<file path="config.mk">
export PLATFORM = sky130hd
export DESIGN_NAME = motion_command_line_decoder_top
export DESIGN_NICKNAME = d
export VERILOG_FILES = /design/src/mcld_pkg.sv /design/src/mcld_cfg_regs.sv /design/src/mcld_parser.sv /design/src/mcld_out_reg.sv /design/src/motion_command_line_decoder_top.sv
export SDC_FILE = /design/constraint.sdc
export NUM_CORES = 1
export LEC_CHECK = 0
export BUFFER_PORTS_ARGS = -buffer_cell sky130_fd_sc_hd__buf_2
export CELL_PAD_IN_SITES_DETAIL_PLACEMENT = 0
export CELL_PAD_IN_SITES_GLOBAL_PLACEMENT = 1
export CORE_MARGIN = 2
export CORE_UTILIZATION = 52
export DETAILED_ROUTE_END_ITERATION = 6
export GPL_ROUTABILITY_DRIVEN = 0
export PLACE_DENSITY_LB_ADDON = 0.25
export SLEW_MARGIN = 20
export SYNTH_ARGS = -nofsm -noshare
export SYNTH_HDL_FRONTEND = slang
export SYNTH_SLANG_ARGS = --single-unit
</file>
<file path="constraint.sdc">
create_clock -name clk -period 10.8 [get_ports clk]
set_clock_uncertainty 0.2 [all_clocks]
set_input_delay 2.16 -clock clk [delete_from_list [all_inputs] [get_ports clk]]
set_output_delay 2.16 -clock clk [all_outputs]
set_load 0.02 [all_outputs]
</file>
<file path="src/mcld_pkg.sv">
// ----------------------------------------------------------------------------
// Motion command line decoder package
// Shared widths, codes, characters and the structs passed between modules.
// ----------------------------------------------------------------------------
package mcld_pkg;

    localparam int MAGNITUDE_BITS_DEFAULT = 24;

    localparam int CH_W       = 8;
    localparam int CFG_MAG_W  = 24;
    localparam int RATE_W     = 16;
    localparam int STEP_W     = 25;
    localparam int CMD_W      = 3;
    localparam int ERR_W      = 3;
    localparam int CFG_IDX_W  = 2;
    localparam int OUT_USED_W = ERR_W + 1 + 1 + STEP_W + RATE_W + 1;
    localparam int OUT_TDATA_W = ((OUT_USED_W + 7) / 8) * 8;
    localparam int OUT_PAD_W  = OUT_TDATA_W - OUT_USED_W;

    // Commands
    localparam logic [CMD_W-1:0] OPC_MOVE    = 3'd0;
    localparam logic [CMD_W-1:0] OPC_STATUS  = 3'd1;
    localparam logic [CMD_W-1:0] OPC_ZERO    = 3'd2;
    localparam logic [CMD_W-1:0] OPC_HOLD    = 3'd3;
    localparam logic [CMD_W-1:0] OPC_ABORT   = 3'd4;
    localparam logic [CMD_W-1:0] OPC_HELP    = 3'd5;
    localparam logic [CMD_W-1:0] OPC_UNKNOWN = 3'd6;

    // Error causes
    localparam logic [ERR_W-1:0] ERR_NONE       = 3'd0;
    localparam logic [ERR_W-1:0] ERR_UNKNOWN    = 3'd1;
    localparam logic [ERR_W-1:0] ERR_UNEXPECTED = 3'd2;
    localparam logic [ERR_W-1:0] ERR_AXIS       = 3'd3;
    localparam logic [ERR_W-1:0] ERR_STEPS      = 3'd4;
    localparam logic [ERR_W-1:0] ERR_RATE       = 3'd5;
    localparam logic [ERR_W-1:0] ERR_RATE_RANGE = 3'd6;
    localparam logic [ERR_W-1:0] ERR_NOT01      = 3'd7;

    // Register indexes
    localparam logic [CFG_IDX_W-1:0] CFG_MAX_STEP     = 2'd0;
    localparam logic [CFG_IDX_W-1:0] CFG_RATE_LOWEST  = 2'd1;
    localparam logic [CFG_IDX_W-1:0] CFG_RATE_HIGHEST = 2'd2;
    localparam logic [CFG_IDX_W-1:0] CFG_RATE_DEFAULT = 2'd3;

    localparam logic [CFG_MAG_W-1:0] RST_MAX_STEP     = 24'd16777215;
    localparam logic [RATE_W-1:0]    RST_RATE_LOWEST  = 16'd1;
    localparam logic [RATE_W-1:0]    RST_RATE_HIGHEST = 16'd65535;
    localparam logic [RATE_W-1:0]    RST_RATE_DEFAULT = 16'd1000;

    // Characters
    localparam logic [CH_W-1:0] CH_NUL   = 8'h00;
    localparam logic [CH_W-1:0] CH_TAB   = 8'h09;
    localparam logic [CH_W-1:0] CH_SPACE = 8'h20;
    localparam logic [CH_W-1:0] CH_PLUS  = 8'h2B;
    localparam logic [CH_W-1:0] CH_MINUS = 8'h2D;
    localparam logic [CH_W-1:0] CH_0     = 8'h30;
    localparam logic [CH_W-1:0] CH_9     = 8'h39;
    localparam logic [CH_W-1:0] CH_QUERY = 8'h3F;
    localparam logic [CH_W-1:0] CH_UA    = 8'h41;
    localparam logic [CH_W-1:0] CH_UH    = 8'h48;
    localparam logic [CH_W-1:0] CH_UM    = 8'h4D;
    localparam logic [CH_W-1:0] CH_US    = 8'h53;
    localparam logic [CH_W-1:0] CH_UX    = 8'h58;
    localparam logic [CH_W-1:0] CH_UY    = 8'h59;
    localparam logic [CH_W-1:0] CH_UZ    = 8'h5A;
    localparam logic [CH_W-1:0] CH_LA    = 8'h61;
    localparam logic [CH_W-1:0] CH_LZ    = 8'h7A;
    localparam logic [CH_W-1:0] CASE_OFS = 8'h20;

    typedef struct packed {
        logic [CFG_MAG_W-1:0] max_step_magnitude;
        logic [RATE_W-1:0]    rate_lowest;
        logic [RATE_W-1:0]    rate_highest;
        logic [RATE_W-1:0]    rate_default;
    } cfg_t;

    typedef struct packed {
        logic [CH_W-1:0] ch;
        logic            eol;
    } item_t;

    typedef struct packed {
        logic [CMD_W-1:0]         command;
        logic [ERR_W-1:0]         error_code;
        logic                     axis;
        logic                     both_axes;
        logic signed [STEP_W-1:0] step_count;
        logic [RATE_W-1:0]        step_rate;
        logic                     hold_enable;
    } result_t;

endpackage

</file>
<file path="src/mcld_cfg_regs.sv">
// ----------------------------------------------------------------------------
// Motion command line decoder configuration registers
// Holds the step limit and the rate range and default, written by index.
// ----------------------------------------------------------------------------
module mcld_cfg_regs (
    input  logic                           clk,
    input  logic                           rst_n,
    input  logic                           cfg_valid,
    input  logic [mcld_pkg::CFG_IDX_W-1:0] cfg_index,
    input  logic [mcld_pkg::CFG_MAG_W-1:0] cfg_data,
    output mcld_pkg::cfg_t                 cfg
);
    import mcld_pkg::*;

    cfg_t cfg_reg;
    cfg_t cfg_next;

    always_comb
    begin
        cfg_next = cfg_reg;
        if (cfg_valid)
        begin
            case (cfg_index)
                CFG_MAX_STEP:     cfg_next.max_step_magnitude = cfg_data;
                CFG_RATE_LOWEST:  cfg_next.rate_lowest  = cfg_data[RATE_W-1:0];
                CFG_RATE_HIGHEST: cfg_next.rate_highest = cfg_data[RATE_W-1:0];
                CFG_RATE_DEFAULT: cfg_next.rate_default = cfg_data[RATE_W-1:0];
                default:          cfg_next = cfg_reg;
            endcase
        end
    end

    always_ff @(posedge clk or negedge rst_n)
    begin
        if (!rst_n)
        begin
            cfg_reg.max_step_magnitude <= RST_MAX_STEP;
            cfg_reg.rate_lowest        <= RST_RATE_LOWEST;
            cfg_reg.rate_highest       <= RST_RATE_HIGHEST;
            cfg_reg.rate_default       <= RST_RATE_DEFAULT;
        end
        else
        begin
            cfg_reg <= cfg_next;
        end
    end

    assign cfg = cfg_reg;

endmodule

</file>
<file path="src/mcld_parser.sv">
// ----------------------------------------------------------------------------
// Motion command line decoder parser
// Line parse state, updated once per character, and the end-of-line decode.
// ----------------------------------------------------------------------------
module mcld_parser #(
    parameter int MAGNITUDE_BITS = mcld_pkg::MAGNITUDE_BITS_DEFAULT
) (
    input  logic              clk,
    input  logic              rst_n,
    input  logic              step,
    input  mcld_pkg::item_t   item,
    input  mcld_pkg::cfg_t    cfg,
    output mcld_pkg::result_t result
);
    import mcld_pkg::*;

    localparam int PROD_W = MAGNITUDE_BITS + 4;
    localparam int CMP_W  = ((MAGNITUDE_BITS > CFG_MAG_W) ? MAGNITUDE_BITS : CFG_MAG_W) + 4;
    localparam logic [MAGNITUDE_BITS-1:0] MAG_CAP = '1;

    localparam int PH_W = 4;
    localparam logic [PH_W-1:0] PH_LEAD     = 4'd0;
    localparam logic [PH_W-1:0] PH_CMDCHK   = 4'd1;
    localparam logic [PH_W-1:0] PH_AXWAIT   = 4'd2;
    localparam logic [PH_W-1:0] PH_AXCHK    = 4'd3;
    localparam logic [PH_W-1:0] PH_NUMWAIT  = 4'd4;
    localparam logic [PH_W-1:0] PH_SIGN     = 4'd5;
    localparam logic [PH_W-1:0] PH_DIGITS   = 4'd6;
    localparam logic [PH_W-1:0] PH_RATEWAIT = 4'd7;
    localparam logic [PH_W-1:0] PH_TRAIL    = 4'd8;
    localparam logic [PH_W-1:0] PH_DONE     = 4'd9;

    typedef struct packed {
        logic [PH_W-1:0]           phase;
        logic [CMD_W-1:0]          cmd;
        logic                      axis_seen;
        logic                      axis_given;
        logic                      sign_negative;
        logic                      rate_given;
        logic [MAGNITUDE_BITS-1:0] magnitude;
        logic [STEP_W-1:0]         steps_held;
        logic [RATE_W-1:0]         rate_held;
        logic [ERR_W-1:0]          error_held;
    } parse_state_t;

    localparam parse_state_t LINE_CLEAR = '0;

    parse_state_t state_reg;
    parse_state_t state_next;
    parse_state_t final_state;

    function automatic logic is_blank(logic [CH_W-1:0] c);
        return (c == CH_SPACE) || (c == CH_TAB);
    endfunction

    function automatic logic is_digit(logic [CH_W-1:0] c);
        return c inside {[CH_0:CH_9]};
    endfunction

    function automatic logic [ERR_W-1:0] slot_error(parse_state_t s);
        if (s.cmd == OPC_HOLD)
            return ERR_NOT01;
        return s.rate_given ? ERR_RATE : ERR_STEPS;
    endfunction

    function automatic parse_state_t fail(parse_state_t s, logic [ERR_W-1:0] code);
        parse_state_t t;
        t = s;
        t.error_held = code;
        t.phase = PH_DONE;
        return t;
    endfunction

    function automatic logic rate_bad(logic neg, logic [CMP_W-1:0] val, cfg_t c);
        return (neg && (val != '0)) || (val < CMP_W'(c.rate_lowest))
            || (val > CMP_W'(c.rate_highest));
    endfunction

    // Multiply by ten as two shifts and an add, then check against the clipped limit.
    function automatic parse_state_t add_digit(parse_state_t s, logic [CH_W-1:0] c,
                                               cfg_t k);
        parse_state_t       t;
        logic [PROD_W-1:0]  prod;
        logic [CMP_W-1:0]   limit;
        t = s;
        prod = (PROD_W'(s.magnitude) << 3) + (PROD_W'(s.magnitude) << 1)
             + PROD_W'(c[3:0]);
        limit = (CMP_W'(k.max_step_magnitude) > CMP_W'(MAG_CAP)) ?
                CMP_W'(MAG_CAP) : CMP_W'(k.max_step_magnitude);
        t.magnitude = prod[MAGNITUDE_BITS-1:0];
        if (CMP_W'(prod) > limit)
            t = fail(t, slot_error(t));
        else
            t.phase = PH_DIGITS;
        return t;
    endfunction

    function automatic parse_state_t number_start(parse_state_t s, logic [CH_W-1:0] c,
                                                  cfg_t k);
        parse_state_t t;
        t = s;
        t.magnitude = '0;
        t.sign_negative = 1'b0;
        if (c == CH_MINUS)
        begin
            t.sign_negative = 1'b1;
            t.phase = PH_SIGN;
        end
        else if (c == CH_PLUS)
            t.phase = PH_SIGN;
        else if (is_digit(c))
            t = add_digit(t, c, k);
        else
            t = fail(t, slot_error(t));
        return t;
    endfunction

    function automatic parse_state_t number_done(parse_state_t s);
        parse_state_t      t;
        logic [STEP_W-1:0] mag_ext;
        t = s;
        mag_ext = STEP_W'(s.magnitude);
        if ((s.cmd == OPC_MOVE) && !s.rate_given)
        begin
            t.steps_held = s.sign_negative ? (STEP_W'(0) - mag_ext) : mag_ext;
            t.phase = PH_RATEWAIT;
        end
        else
        begin
            if (s.cmd == OPC_MOVE)
                t.rate_held = RATE_W'(s.magnitude);
            t.phase = PH_TRAIL;
        end
        return t;
    endfunction

    function automatic parse_state_t enter_args(parse_state_t s);
        parse_state_t t;
        t = s;
        case (s.cmd)
            OPC_MOVE, OPC_ZERO, OPC_HOLD: t.phase = PH_AXWAIT;
            OPC_STATUS:                   t.phase = PH_TRAIL;
            OPC_ABORT:                    t.phase = PH_DONE;
            default:                      t = fail(s, ERR_UNKNOWN);
        endcase
        return t;
    endfunction

    // Close the line: complete a pending command letter or number, then judge
    // what is still missing.
    function automatic parse_state_t finish(parse_state_t s, cfg_t k);
        parse_state_t t;
        t = s;
        if (t.phase == PH_CMDCHK)
            t = enter_args(t);
        if (t.phase == PH_DIGITS)
            t = number_done(t);
        case (t.phase)
            PH_LEAD:
                t = fail(t, ERR_UNKNOWN);
            PH_AXWAIT:
                if (t.cmd == OPC_ZERO)
                begin
                    t.axis_given = 1'b0;
                    t.phase = PH_DONE;
                end
                else
                    t = fail(t, ERR_AXIS);
            PH_AXCHK:
                if (t.cmd == OPC_ZERO)
                    t.phase = PH_DONE;
                else
                    t = fail(t, (t.cmd == OPC_MOVE) ? ERR_STEPS : ERR_NOT01);
            PH_NUMWAIT, PH_SIGN:
                t = fail(t, slot_error(t));
            PH_RATEWAIT:
            begin
                t.rate_held = k.rate_default;
                t.sign_negative = 1'b0;
                if (rate_bad(1'b0, CMP_W'(k.rate_default), k))
                    t = fail(t, ERR_RATE_RANGE);
                else
                    t.phase = PH_DONE;
            end
            PH_TRAIL:
                if (t.cmd == OPC_MOVE)
                begin
                    if (rate_bad(t.sign_negative, CMP_W'(t.magnitude), k))
                        t = fail(t, ERR_RATE_RANGE);
                    else
                        t.phase = PH_DONE;
                end
                else if (t.cmd == OPC_HOLD)
                begin
                    if ((t.magnitude == '0)
                        || ((t.magnitude == MAGNITUDE_BITS'(1)) && !t.sign_negative))
                        t.phase = PH_DONE;
                    else
                        t = fail(t, ERR_NOT01);
                end
                else
                    t.phase = PH_DONE;
            default:
                t.phase = PH_DONE;
        endcase
        return t;
    endfunction

    function automatic logic [CMD_W-1:0] map_command(logic [CH_W-1:0] u);
        case (u)
            CH_UM:   return OPC_MOVE;
            CH_US:   return OPC_STATUS;
            CH_UZ:   return OPC_ZERO;
            CH_UH:   return OPC_HOLD;
            CH_UA:   return OPC_ABORT;
            default: return OPC_UNKNOWN;
        endcase
    endfunction

    function automatic parse_state_t take_char(parse_state_t s, logic [CH_W-1:0] c,
                                               cfg_t k);
        parse_state_t    t;
        logic [CH_W-1:0] u;
        t = s;
        u = (c inside {[CH_LA:CH_LZ]}) ? (c - CASE_OFS) : c;
        if (s.phase == PH_DONE)
            return s;
        // A NUL ends the line text; anything after it is ignored.
        if (c == CH_NUL)
            return finish(s, k);
        case (s.phase)
            PH_LEAD:
                if (!is_blank(c))
                begin
                    if (c == CH_QUERY)
                    begin
                        t.cmd = OPC_HELP;
                        t.phase = PH_DONE;
                    end
                    else
                    begin
                        t.cmd = map_command(u);
                        t.phase = PH_CMDCHK;
                    end
                end
            PH_CMDCHK:
                t = is_blank(c) ? enter_args(s) : fail(s, ERR_UNKNOWN);
            PH_AXWAIT:
                if (!is_blank(c))
                begin
                    if ((u == CH_UX) || (u == CH_UY))
                    begin
                        t.axis_seen = (u == CH_UY);
                        t.axis_given = 1'b1;
                        t.phase = PH_AXCHK;
                    end
                    else
                        t = fail(s, ERR_AXIS);
                end
            PH_AXCHK:
                if (!is_blank(c))
                    t = fail(s, ERR_AXIS);
                else
                    t.phase = (s.cmd == OPC_ZERO) ? PH_TRAIL : PH_NUMWAIT;
            PH_NUMWAIT:
                if (!is_blank(c))
                    t = number_start(s, c, k);
            PH_SIGN:
                t = is_digit(c) ? add_digit(s, c, k) : fail(s, slot_error(s));
            PH_DIGITS:
                if (is_digit(c))
                    t = add_digit(s, c, k);
                else if (is_blank(c))
                    t = number_done(s);
                else
                    t = fail(s, slot_error(s));
            PH_RATEWAIT:
                if (!is_blank(c))
                begin
                    t.rate_given = 1'b1;
                    t = number_start(t, c, k);
                end
            PH_TRAIL:
                if (!is_blank(c))
                begin
                    case (s.cmd)
                        OPC_STATUS: t = fail(s, ERR_UNEXPECTED);
                        OPC_ZERO:   t = fail(s, ERR_AXIS);
                        OPC_MOVE:   t = fail(s, ERR_RATE);
                        default:    t = fail(s, ERR_NOT01);
                    endcase
                end
            default:
                t.phase = PH_DONE;
        endcase
        return t;
    endfunction

    always_comb
    begin
        state_next = state_reg;
        if (step)
            state_next = item.eol ? LINE_CLEAR : take_char(state_reg, item.ch, cfg);
    end

    always_ff @(posedge clk or negedge rst_n)
    begin
        if (!rst_n)
            state_reg <= LINE_CLEAR;
        else
            state_reg <= state_next;
    end

    // Decode of the line as it would close now; taken only with an end of line.
    always_comb
    begin
        final_state = finish(state_reg, cfg);
        result = '0;
        result.error_code = final_state.error_held;
        if (final_state.error_held != ERR_NONE)
        begin
            result.command = (final_state.error_held == ERR_UNKNOWN) ?
                             OPC_MOVE : final_state.cmd;
        end
        else
        begin
            result.command = final_state.cmd;
            case (final_state.cmd)
                OPC_MOVE:
                begin
                    result.axis = final_state.axis_seen;
                    result.step_count = final_state.steps_held;
                    result.step_rate = final_state.rate_held;
                end
                OPC_ZERO:
                begin
                    result.axis = final_state.axis_given && final_state.axis_seen;
                    result.both_axes = !final_state.axis_given;
                end
                OPC_HOLD:
                begin
                    result.axis = final_state.axis_seen;
                    result.hold_enable = final_state.magnitude[0];
                end
                default:
                    result.axis = 1'b0;
            endcase
        end
    end

endmodule

</file>
<file path="src/mcld_out_reg.sv">
// ----------------------------------------------------------------------------
// Motion command line decoder result register
// Holds one decoded command until the downstream side takes it.
// ----------------------------------------------------------------------------
module mcld_out_reg (
    input  logic              clk,
    input  logic              rst_n,
    input  logic              load,
    input  mcld_pkg::result_t result_in,
    input  logic              take,
    output logic              valid,
    output mcld_pkg::result_t result_out
);
    import mcld_pkg::*;

    logic    valid_reg;
    logic    valid_next;
    result_t result_reg;

    always_comb
    begin
        if (load)
            valid_next = 1'b1;
        else if (take)
            valid_next = 1'b0;
        else
            valid_next = valid_reg;
    end

    always_ff @(posedge clk or negedge rst_n)
    begin
        if (!rst_n)
            valid_reg <= 1'b0;
        else
            valid_reg <= valid_next;
    end

    always_ff @(posedge clk)
    begin
        if (load)
            result_reg <= result_in;
    end

    assign valid      = valid_reg;
    assign result_out = result_reg;

endmodule

</file>
<file path="src/motion_command_line_decoder_top.sv">
// ----------------------------------------------------------------------------
// Motion command line decoder
// Decodes a command line, one character per transfer, into one command.
// ----------------------------------------------------------------------------
// Characters enter on the s_axis channel, one per transfer; the transfer with
// s_axis_tlast set ends the line and its character is ignored. Every line
// gives exactly one result transfer on m_axis: the command in m_axis_tuser
// and the error code, axis, step count, rate and hold value in m_axis_tdata.
// Registers are written through the cfg channel (index, data); cfg_ready is
// always high, and writes belong to idle periods.
// A character is registered on acceptance and folded into the parse state
// on the next cycle, so one character is taken every cycle. The result of
// an end-of-line transfer goes through the input register and the result
// register to m_axis. While a result waits, characters keep flowing in;
// the input side stalls only when a second end of line reaches the parse
// stage before the waiting result is taken.
// Reset clears the parse state and restores the register defaults.
// ----------------------------------------------------------------------------
module motion_command_line_decoder_top #(
    parameter int MAGNITUDE_BITS = mcld_pkg::MAGNITUDE_BITS_DEFAULT
) (
    input  logic                             clk,
    input  logic                             rst_n,
    input  logic                             s_axis_tvalid,
    output logic                             s_axis_tready,
    input  logic [mcld_pkg::CH_W-1:0]        s_axis_tdata,  // [7:0] ch
    input  logic                             s_axis_tlast,  // eol
    output logic                             m_axis_tvalid,
    input  logic                             m_axis_tready,
    // [2:0] error_code, [3] axis, [4] both_axes, [29:5] step_count,
    // [45:30] step_rate, [46] hold_enable, [47] zero
    output logic [mcld_pkg::OUT_TDATA_W-1:0] m_axis_tdata,
    output logic [mcld_pkg::CMD_W-1:0]       m_axis_tuser,  // [2:0] command
    input  logic                             cfg_valid,
    output logic                             cfg_ready,
    input  logic [mcld_pkg::CFG_IDX_W-1:0]   cfg_index,
    input  logic [mcld_pkg::CFG_MAG_W-1:0]   cfg_data
);
    import mcld_pkg::*;

    cfg_t    cfg;
    item_t   in_item_reg;
    logic    in_valid_reg;
    logic    in_valid_next;
    logic    out_free;
    logic    step;
    result_t parsed;
    result_t shown;

    assign out_free      = !m_axis_tvalid || m_axis_tready;
    assign step          = in_valid_reg && (!in_item_reg.eol || out_free);
    assign s_axis_tready = !in_valid_reg || step;
    assign cfg_ready     = 1'b1;

    always_comb
    begin
        if (s_axis_tvalid && s_axis_tready)
            in_valid_next = 1'b1;
        else if (step)
            in_valid_next = 1'b0;
        else
            in_valid_next = in_valid_reg;
    end

    always_ff @(posedge clk or negedge rst_n)
    begin
        if (!rst_n)
            in_valid_reg <= 1'b0;
        else
            in_valid_reg <= in_valid_next;
    end

    always_ff @(posedge clk)
    begin
        if (s_axis_tvalid && s_axis_tready)
        begin
            in_item_reg.ch  <= s_axis_tdata;
            in_item_reg.eol <= s_axis_tlast;
        end
    end

    mcld_cfg_regs u_cfg_regs (
        .clk       (clk),
        .rst_n     (rst_n),
        .cfg_valid (cfg_valid && cfg_ready),
        .cfg_index (cfg_index),
        .cfg_data  (cfg_data),
        .cfg       (cfg)
    );

    mcld_parser #(
        .MAGNITUDE_BITS (MAGNITUDE_BITS)
    ) u_parser (
        .clk    (clk),
        .rst_n  (rst_n),
        .step   (step),
        .item   (in_item_reg),
        .cfg    (cfg),
        .result (parsed)
    );

    mcld_out_reg u_out_reg (
        .clk        (clk),
        .rst_n      (rst_n),
        .load       (step && in_item_reg.eol),
        .result_in  (parsed),
        .take       (m_axis_tready),
        .valid      (m_axis_tvalid),
        .result_out (shown)
    );

    assign m_axis_tuser = shown.command;
    assign m_axis_tdata = {{OUT_PAD_W{1'b0}}, shown.hold_enable, shown.step_rate,
                           shown.step_count, shown.both_axes, shown.axis,
                           shown.error_code};

endmodule

</file>
### Yosys cells after proc, flatten, opt, wreduce, memory -nomap -nowiden

Index checks and enable logic that the tools add are counted.

| operators by class | value |
|---|---|
| reductions and logical operators | 80 |
| equal/unequal tests | 83 |
| add/subtract/negate cells | 6 |
| mux-type cells | 174 |
| bitwise logic cells | 3 |
| $lt $le $gt $ge | 12 |

Operators by type and width:

| kind | number |
|---|---|
| 2-to-1 mux 79 bit | 24 |
| case mux 71 bit (6 select lines) | 2 |
| case mux 72 bit (8 select lines) | 1 |
| 2-to-1 mux 25 bit | 6 |
| 2-to-1 mux 75 bit | 2 |
| 2-to-1 mux 69 bit | 2 |
| 2-to-1 mux 3 bit | 36 |
| 2-to-1 mux 16 bit | 6 |
| subtractor 1 x 24 -> 25 bit, first input constant | 3 |
| 2-to-1 mux 1 bit | 69 |
| != test 5 x 3 -> 1 bit, second input constant | 13 |
| equality test 8 x 7 -> 1 bit, second input constant | 7 |
| equality test 24 x 1 -> 1 bit, second input constant | 2 |
| equality test 4 x 3 -> 1 bit, second input constant | 12 |
| greater-than comparator 24 x 16 -> 1 bit | 2 |
| logical NOT 24 bit | 2 |
| < comparator 24 x 16 -> 1 bit | 2 |
| 2-to-1 mux 4 bit | 12 |
| nonzero test 24 bit | 2 |
| case mux 4 bit (9 select lines) | 1 |
| equality test 8 x 6 -> 1 bit, second input constant | 4 |
| != test 5 x 2 -> 1 bit, second input constant | 6 |
| AND reduction 10 bit | 3 |
| adder 27 x 25 -> 28 bit | 1 |
| 55 further kinds | 138 |

| storage, ports and cells | value |
|---|---|
| logic and storage cells | 383 |
| bits in registers | 212 |

### Logic depth before layout (Yosys ltp)

Gate-level depths: netlist (run 1).

| depth | value |
|---|---|
| depth in word-level cells | 26 |
| gate-level depth with buffers | 24 |

### By module

A second synthesis (run 1) with hierarchy kept.

| unflattened totals | value |
|---|---|
| cells, all modules | 1551 |
| area total of the unflattened synthesis | 14819.2 um^2 |

Modules (own cells, without submodules):

| module | area each (um^2) | sequential area each (um^2) | cells each | instances |
|---|---|---|---|---|
| mcld_parser | 10134.7 | 1976.9 | 1324 | 1 |
| mcld_cfg_regs | 2771.4 | 1860.5 | 153 | 1 |
| mcld_out_reg | 1537.7 | 1526.5 | 53 | 1 |
| motion_command_line_decoder_top | 375.4 | 295.3 | 21 | 1 |

### Least setup slack after synthesis (run 1)

OpenSTA, ideal clock, no wires.

| timing | value |
|---|---|
| path type | flip-flop to flip-flop |
| from | register in_item_reg[4] (netlist name) |
| to | register u_parser.state_reg[1] (netlist name) |
| stages on the path, launching flop included | 24 |
| data arrival time | 5194 ps |
| required time | 10475 ps |
| library setup time | 125 ps |
| setup slack | 5281 ps |
| cell sequence | edfxtp_1 -> buf_1 -> inv_1 -> fa_1 -> inv_1 -> ha_1 -> a21o_1 -> a21oi_1 -> o21ai_0 -> a2111o_1 -> a21oi_1 -> o21bai_1 -> a21oi_1 -> xor2_1 -> inv_1 -> ha_1 -> a21oi_1 -> o21ai_0 -> a211oi_1 -> a31oi_1 -> nor4_1 -> o2111ai_1 -> a21boi_0 -> mux2_2 |

| on the way | value |
|---|---|
| cells in the longest elaborated chain, start to end | 10 |
| elaborated cells between the ends (all ways) | 56 |
| classes of those cells | add/sub (2); order compare (6); eq/ne (21); mux (20); reduce/logical (7) |

Ends and longest elaborated chain:

| what | line | text |
|---|---|---|
| start: declaration | motion_command_line_decoder_top.sv:42 | `item_t in_item_reg;` |
| branches (longest 10 deep; another with adder 28 x 4 -> 28 bit) | - |  |
| end signal: assignment | mcld_parser.sv:311 | `state_reg <= state_next;` |
| end: declaration | mcld_parser.sv:48 | `parse_state_t state_reg;` |

Several ways; the timed one is not identified. The select of a mux whose other input is x is not followed.
A chain may end at the register's enable or synchronous reset.

### Final worst setup path (run 1)

Ends and elaborated chain as after synthesis.

==> results.json, run 1 <==
{
  "clk_transition_reported_paths_ps": 70,
  "total_leakage_power_nw": 7.36,
  "cts_tree": "built",
  "p_sw_frac": 0.372,
  "dr.first_iter.drc_count": 1309,
  "die_w_um": 173,
  "setup_viol": 0,
  "largest_fanout_on_the_critical_path": 15,
  "synth_instances": 1658,
  "vias_per_cell": 6.16,
  "crit_slowest_cell": "sky130_fd_sc_hd__edfxtp_1",
  "fin_cells": 2101,
  "dr_total_vias": 13000,
  "synth.distinct_cells": 82,
  "post_synth_instance_area_mm2": 0.0148,
  "worstSkewPairLatency_ps": 530,
  "antenna-diode-count": 0,
  "postCtsSetupRepairBufs": 0,
  "htree_levels": 1,
  "transition_at_the_pin_with_the_smallest_max_transition_slack_ps": 1060,
  "synth_xor_area_frac": 0.0266,
  "clock_path_buffers": 3,
  "flow.area_growth_from_synthesis_pct": 10.8,
  "relSlewSlack": 0.296,
  "final_area_mm2": 0.0164,
  "number_of_global_route_vias_before_repair": 12500,
  "placedInstanceArea_mm2": 0.0155,
  "dp_hpwl_mm": 31.1,
  "layout_worst_path_cycle_share": 0.596,
  "initial_core_util": 0.530,
  "p_sw_mw": 1.08,
  "grt_pass1_wl_mm": 69.1,
  "port_buffers": 91,
  "yosys.area.top_type": "sky130_fd_sc_hd__dfrtp_1",
  "yosys-mux-area-fraction": 0.0496,
  "peakVddDrop_v": 0.000135,
  "yosys.cell_count.top_type": "sky130_fd_sc_hd__nand2_1",
  "mappedNetlistNets": 1840,
  "dieArea_mm2": 0.0299,
  "length_of_the_first_detailed_routing_pass_in_iterations": 6,
  "yosys-top-cells-area": "sky130_fd_sc_hd__dfrtp_1, sky130_fd_sc_hd__edfxtp_1, sky130_fd_sc_hd__ha_1, sky130_fd_sc_hd__dfstp_2, sky130_fd_sc_hd__o21ai_0",
  "part_of_the_yosys_area_used_for_sequential_elements": 0.382,
  "synth_top_flop_cell": "sky130_fd_sc_hd__dfrtp_1",
  "critPathKind": "register to register",
  "critical-path-top-cell-by-count": "sky130_fd_sc_hd__a21oi_1",
  "seqPwrFrac": 0.362,
  "design_power_total_mw": 2.89,
  "cellPowerDensity_mw_per_mm2": 176,
  "timing_hold_violations_final": 0,
  "grt_setup_unrepaired": "false",
  "combinational_family_with_the_most_area_after_synthesis": "compound AO/OA/AOI/OAI gates",
  "maxCapViolations": 0,
  "setup.worst_path.end_class": "register",
  "layout-drive-gt1-share": 0.158,
  "timing_max_transition_violations_final": 0,
  "globalRouteTotalUtil": 0.286,
  "required_time_worst_endpoint_ps": 11010,
  "cts.hold.buffers_added": 0,
  "numCtsBuffers": 25,
  "share_comb_of_total_power": 0.324,
  "internal-power_mw": 1.82,
  "placed_cells_incl_taps": 2056,
  "worst_path_largest_cell_delay_ps": 670,
  "ys_async_sr_fraction": 0.722,
  "antenna_found_initial": 0,
  "n_fill_cell": 2493,
  "grt_max_degree": 83,
  "synth_enable_flop_cells": 59,
  "synth_largest_type_area_fraction": 0.179,
  "synth_seq_cells": 212,
  "clock_tree.root_cell": "sky130_fd_sc_hd__clkbuf_16",
  "wl_per_cell_um": 20.4,
  "yosys_warnings": 0,
  "layout.nets": 1887,
  "worstHoldPathType": "register to register",
  "wl_mm": 42.9,
  "final_antenna_net_count": 0,
  "largest_register_ff_count": 79,
  "io-pin-count": 94,
  "clock.fmax_mhz": 155,
  "die-height_um": 173,
  "global_route.overflow_total": 0,
  "cp.arrival_ps": 6640,
  "core_region_area_mm2": 0.0279,
  "synth_simple_gate_area_frac": 0.175,
  "compound_gate_fraction_of_synth_area": 0.200,
  "period_minus_slack_ps": 6440,
  "p_clk_frac": 0.314,
  "numClockSinks": 212,
  "fp-row-count": 61,
  "yosys.area_share.adder": 0.121,
  "cts_resized": 0,
  "synth.top_cells.by_count": "sky130_fd_sc_hd__nand2_1, sky130_fd_sc_hd__o21ai_0, sky130_fd_sc_hd__ha_1",
  "totalNegativeSetupSlack_ps": 0,
  "timing.critical_path.from_type": "register",
  "outcome": "completed",
  "hold_ws_ps": 284,
  "chain_of_cells_forming_the_critical_path": "inv_1, fa_1, inv_1, ha_1, a21o_1, a21oi_1, o21ai_0, a2111o_1, a21oi_1, o21bai_1, a21oi_1, xor2_1, inv_1, ha_1, a21oi_1, o21ai_0, a211oi_1, a31oi_1, nor4_1, o2111ai_1, a21boi_0, mux2_2",
  "remaining_drc_errors": 0,
  "synth.avg_cell_area_um2": 8.93
}
-- metal layers --
metal	wire, µm	track usage	vias to the layer above
met1	19100	0.404	6218
met2	19300	0.451	500
met5	0	0	-
met3	3510	0.0609	80
met4	954	0.0685	0
li1	-	-	6152
-- cells by family after synthesis --
group	Yosys count
muxes	67
AOI/OAI and AO/OA	480
buffers and inverters	169
xor gates and xnor gates	45
other	2
DFF	212
and+or+nand+nor	541
adders and majority gates	142
-- power by group through the flow --
stage	clock, mW	sequential [mW]	combinational [mW]
after floorplan	0	1.03	0.677
final	0.909	1.05	0.937
after CTS	0.925	1.04	0.927
after detailed placement	0	1.06	0.922
after global routing	0.956	1.06	1.04
after global placement	0	1.05	0.902
-- critical path, delay by kind of cell (launching register included) --
family                   cells  cell delay [ps]
buffers and inverters        3              310
XOR/XNOR                     1              210
AND/OR/NAND/NOR              1              330
flip-flops                   1              670
AO/OA/AOI/OAI               13             3050
multiplexers                 1              390
adder cells (fa/ha/maj)      3             1150
-- cell type report --
class,count,area [µm²],share of cell area
clock buffer,29,661,0.0403
sequential,212,5660,0.345
timing repair buffer,106,574,0.0350
inverter,83,312,0.0190
tap,378,473,0.0288
clock inverter,16,221,0.0135
multi-input combinational,1277,8510,0.519
-- final timing paths --
kind	from	to	slack (ps)	cells past startpoint
min in group asynchronous	rst_n	u_parser.state_reg[11]	1510	1
worst min-delay path	u_parser.state_reg[26]	u_parser.state_reg[26]	280	2
max in group asynchronous	rst_n	u_parser.state_reg[62]	7470	2
worst max-delay path	in_item_reg[4]	u_parser.state_reg[1]	4360	22
worst max register to register	in_item_reg[4]	u_parser.state_reg[1]	4360	22
worst min register to register	u_parser.state_reg[26]	u_parser.state_reg[26]	280	2
-- per-stage QoR --
step	setup slack, ps	utilization
global route	3950	0.587
global placement	4770	0.556
CTS	4500	0.587
finish	4360	0.587
floorplan	5280	-
detailed placement	4550	0.556
-- layout by cell type (no fill, tap or decap), drive strengths merged, types with 8 or more instances in the layout --
master / n
o21ai: 185
nor3: 26
inv: 85
nand2b: 13
edfxtp: 59
nor2b: 14
buf: 106
or3: 12
ha: 140
dfstp: 47
o211ai: 15
xnor2: 15
nand3: 29
mux2: 51
xor2: 30
o21a: 15
o31ai: 15
a31oi: 16
a21o: 17
nand2: 223
nand4: 21
nor2: 102
clkbuf: 29
and3: 42
a22oi: 22
dfrtp: 106
a21oi: 114
mux2i: 16
a2111oi: 8
nor4: 18
(Power assumes the default switching activity.)
==> run 2: changes to the inputs <==
- CORE_UTILIZATION: 52 -> 48
- clock period: 10.8 -> 6.59 ns (I/O delays scaled with it)
==> run 2 against run 1 <==
Compared with the run above: register-to-register slack got worse by 3800 ps; clock-buffer cell count increased by 2; worst setup slack got worse by 3800 ps; largest cell class unchanged; maximum frequency increased by 6.3%; power increased by 69%; sequential share of layout area decreased by 0.42 points; highest routed layer unchanged; die area increased by 8.1%.
==> results.json, run 2 (synthesis gave the netlist of run 1 again) <==
{
  "layout.nets": 1898,
  "postCtsSetupRepairBufs": 0,
  "wl_mm": 44.1,
  "wl_per_cell_um": 20.7,
  "placed_cells_incl_taps": 2083,
  "transition_at_the_pin_with_the_smallest_max_transition_slack_ps": 1050,
  "reg2reg_capture_point": "u_parser.state_reg[1]",
  "length_of_the_first_detailed_routing_pass_in_iterations": 6,
  "io-pin-count": 94,
  "total_leakage_power_nw": 7.46,
  "port_buffers": 91,
  "htree_levels": 1,
  "core_region_area_mm2": 0.0305,
  "period_minus_slack_ps": 6060,
  "globalRouteTotalUtil": 0.269,
  "r2r_cells": 21,
  "internal-power_mw": 3.08,
  "timing_max_transition_violations_final": 0,
  "antenna_found_initial": 0,
  "antenna-diode-count": 0,
  "setup.worst_path.end_class": "register",
  "fin_cells": 2133,
  "fp-row-count": 64,
  "clock.fmax_mhz": 165,
  "timing_hold_violations_final": 0,
  "clk_transition_reported_paths_ps": 60,
  "dieArea_mm2": 0.0323,
  "grt_max_degree": 106,
  "dr.first_iter.drc_count": 1215,
  "cp.arrival_ps": 6300,
  "peakVddDrop_v": 0.000247,
  "layout-drive-gt1-share": 0.163,
  "timing.rr.start": "u_parser.state_reg[46]",
  "p_sw_mw": 1.80,
  "initial_core_util": 0.486,
  "cts_tree": "built",
  "n_fill_cell": 2850,
  "dr_total_vias": 13000,
  "required_time_worst_endpoint_ps": 6840,
  "mostFrequentLayoutCells": "sky130_fd_sc_hd__nand2_1, sky130_fd_sc_hd__o21ai_0, sky130_fd_sc_hd__ha_1",
  "remaining_drc_errors": 0,
  "number_of_global_route_vias_before_repair": 12300,
  "die_w_um": 180,
  "final_antenna_net_count": 0,
  "largest_register_ff_count": 79,
  "timing.critical_path.from_type": "register",
  "worstSkewPairLatency_ps": 560,
  "min_delay_path_depth": 2,
  "vias_per_cell": 6.11,
  "die-height_um": 180,
  "p_clk_frac": 0.334,
  "clock_tree.root_cell": "sky130_fd_sc_hd__clkbuf_16",
  "share_comb_of_total_power": 0.315,
  "largest_fanout_on_the_critical_path": 10,
  "clock_path_buffers": 3,
  "dp_hpwl_mm": 31.9,
  "relSlewSlack": 0.300,
  "cellPowerDensity_mw_per_mm2": 294,
  "flow.area_growth_from_synthesis_pct": 12.1,
  "reg2reg_slack_ps": 530,
  "seqPwrFrac": 0.351,
  "critPathKind": "register to register",
  "min-delay-start": "u_parser.state_reg[10]",
  "layout_worst_path_cycle_share": 0.919,
  "outcome": "completed",
  "setup_viol": 0,
  "numCtsBuffers": 27,
  "grt_setup_unrepaired": "false",
  "maxCapViolations": 0,
  "layout.cells.most_common": "sky130_fd_sc_hd__nand2_1",
  "p_sw_frac": 0.369,
  "worstHoldPathType": "register to register",
  "cts_resized": 0,
  "grt_pass1_wl_mm": 70.0,
  "holdPathEnd": "u_parser.state_reg[10]",
  "global_route.overflow_total": 0,
  "numClockSinks": 212,
  "cts.hold.buffers_added": 0,
  "totalNegativeSetupSlack_ps": 0
}
run 2: final cells by class:
type	instances	area, µm²	share of cell area
repair buffers	115	644	0.0388
inverters	83	313	0.0188
well taps	396	495	0.0298
clock buffers	31	721	0.0434
clock inverters	19	269	0.0162
multi-input cells	1277	8510	0.512
flip-flops and latches	212	5660	0.341
run 2: how the worst max path moves through the flow:
stage,start,endpoint,slack (ps),cells after the start
after floorplan,in_item_reg[4],u_parser.state_reg[1],1070,23
after global placement,u_parser.state_reg[46],u_parser.state_reg[1],830,23
after detailed placement,u_parser.state_reg[46],u_parser.state_reg[1],650,21
after CTS,u_parser.state_reg[46],u_parser.state_reg[1],630,21
after global routing,u_parser.state_reg[46],u_parser.state_reg[1],150,21
final,u_parser.state_reg[46],u_parser.state_reg[1],530,21
run 2: metal layers:
layer	up-vias	global-route usage	routed length [µm]
li1	6168	-	-
met5	-	0	0
met3	55	0.0444	3320
met4	0	0.0602	815
met1	6352	0.392	20300
met2	462	0.420	19700
run 2: critical path, cell delays in order, from the launching register on:
cell and delay, ps:
sky130_fd_sc_hd__dfrtp_1 550, sky130_fd_sc_hd__inv_1 160, sky130_fd_sc_hd__fa_1 510, sky130_fd_sc_hd__inv_1 70, sky130_fd_sc_hd__fa_1 460, sky130_fd_sc_hd__a21oi_1 290
sky130_fd_sc_hd__o211ai_1 160, sky130_fd_sc_hd__o21a_1 220, sky130_fd_sc_hd__a21o_1 180, sky130_fd_sc_hd__a21oi_1 280, sky130_fd_sc_hd__o21bai_1 100, sky130_fd_sc_hd__a21oi_1 180
sky130_fd_sc_hd__xnor2_1 160, sky130_fd_sc_hd__ha_1 290, sky130_fd_sc_hd__a2111oi_0 390, sky130_fd_sc_hd__o21ai_0 160, sky130_fd_sc_hd__o211ai_1 140, sky130_fd_sc_hd__a31oi_1 210
sky130_fd_sc_hd__nor4_1 320, sky130_fd_sc_hd__o2111ai_1 170, sky130_fd_sc_hd__a21boi_0 370, sky130_fd_sc_hd__mux2_2 380
run 2: metrics by stage:
stage / setup slack, ps / power (mW) / cell area (µm²) / utilization / hold slack [ps]
floorplan: 1070 / 2.79 / 14800 / - / 249
global placement: 827 / 3.21 / 15600 / 0.512 / 262
detailed placement: 648 / 3.25 / 15600 / 0.512 / 273
CTS: 628 / 4.89 / 16600 / 0.544 / 288
global route: 153 / 5.15 / 16600 / 0.544 / 305
finish: 534 / 4.88 / 16600 / 0.544 / 284
run 2: power by group through the flow:
stage          clock [mW]  sequential (mW)  combinational, mW
2_1_floorplan           0             1.68               1.11
3_3_place_gp            0             1.72               1.49
3_5_place_dp            0             1.73               1.52
4_1_cts              1.66             1.70               1.53
5_1_grt              1.72             1.73               1.70
6_report             1.63             1.71               1.54
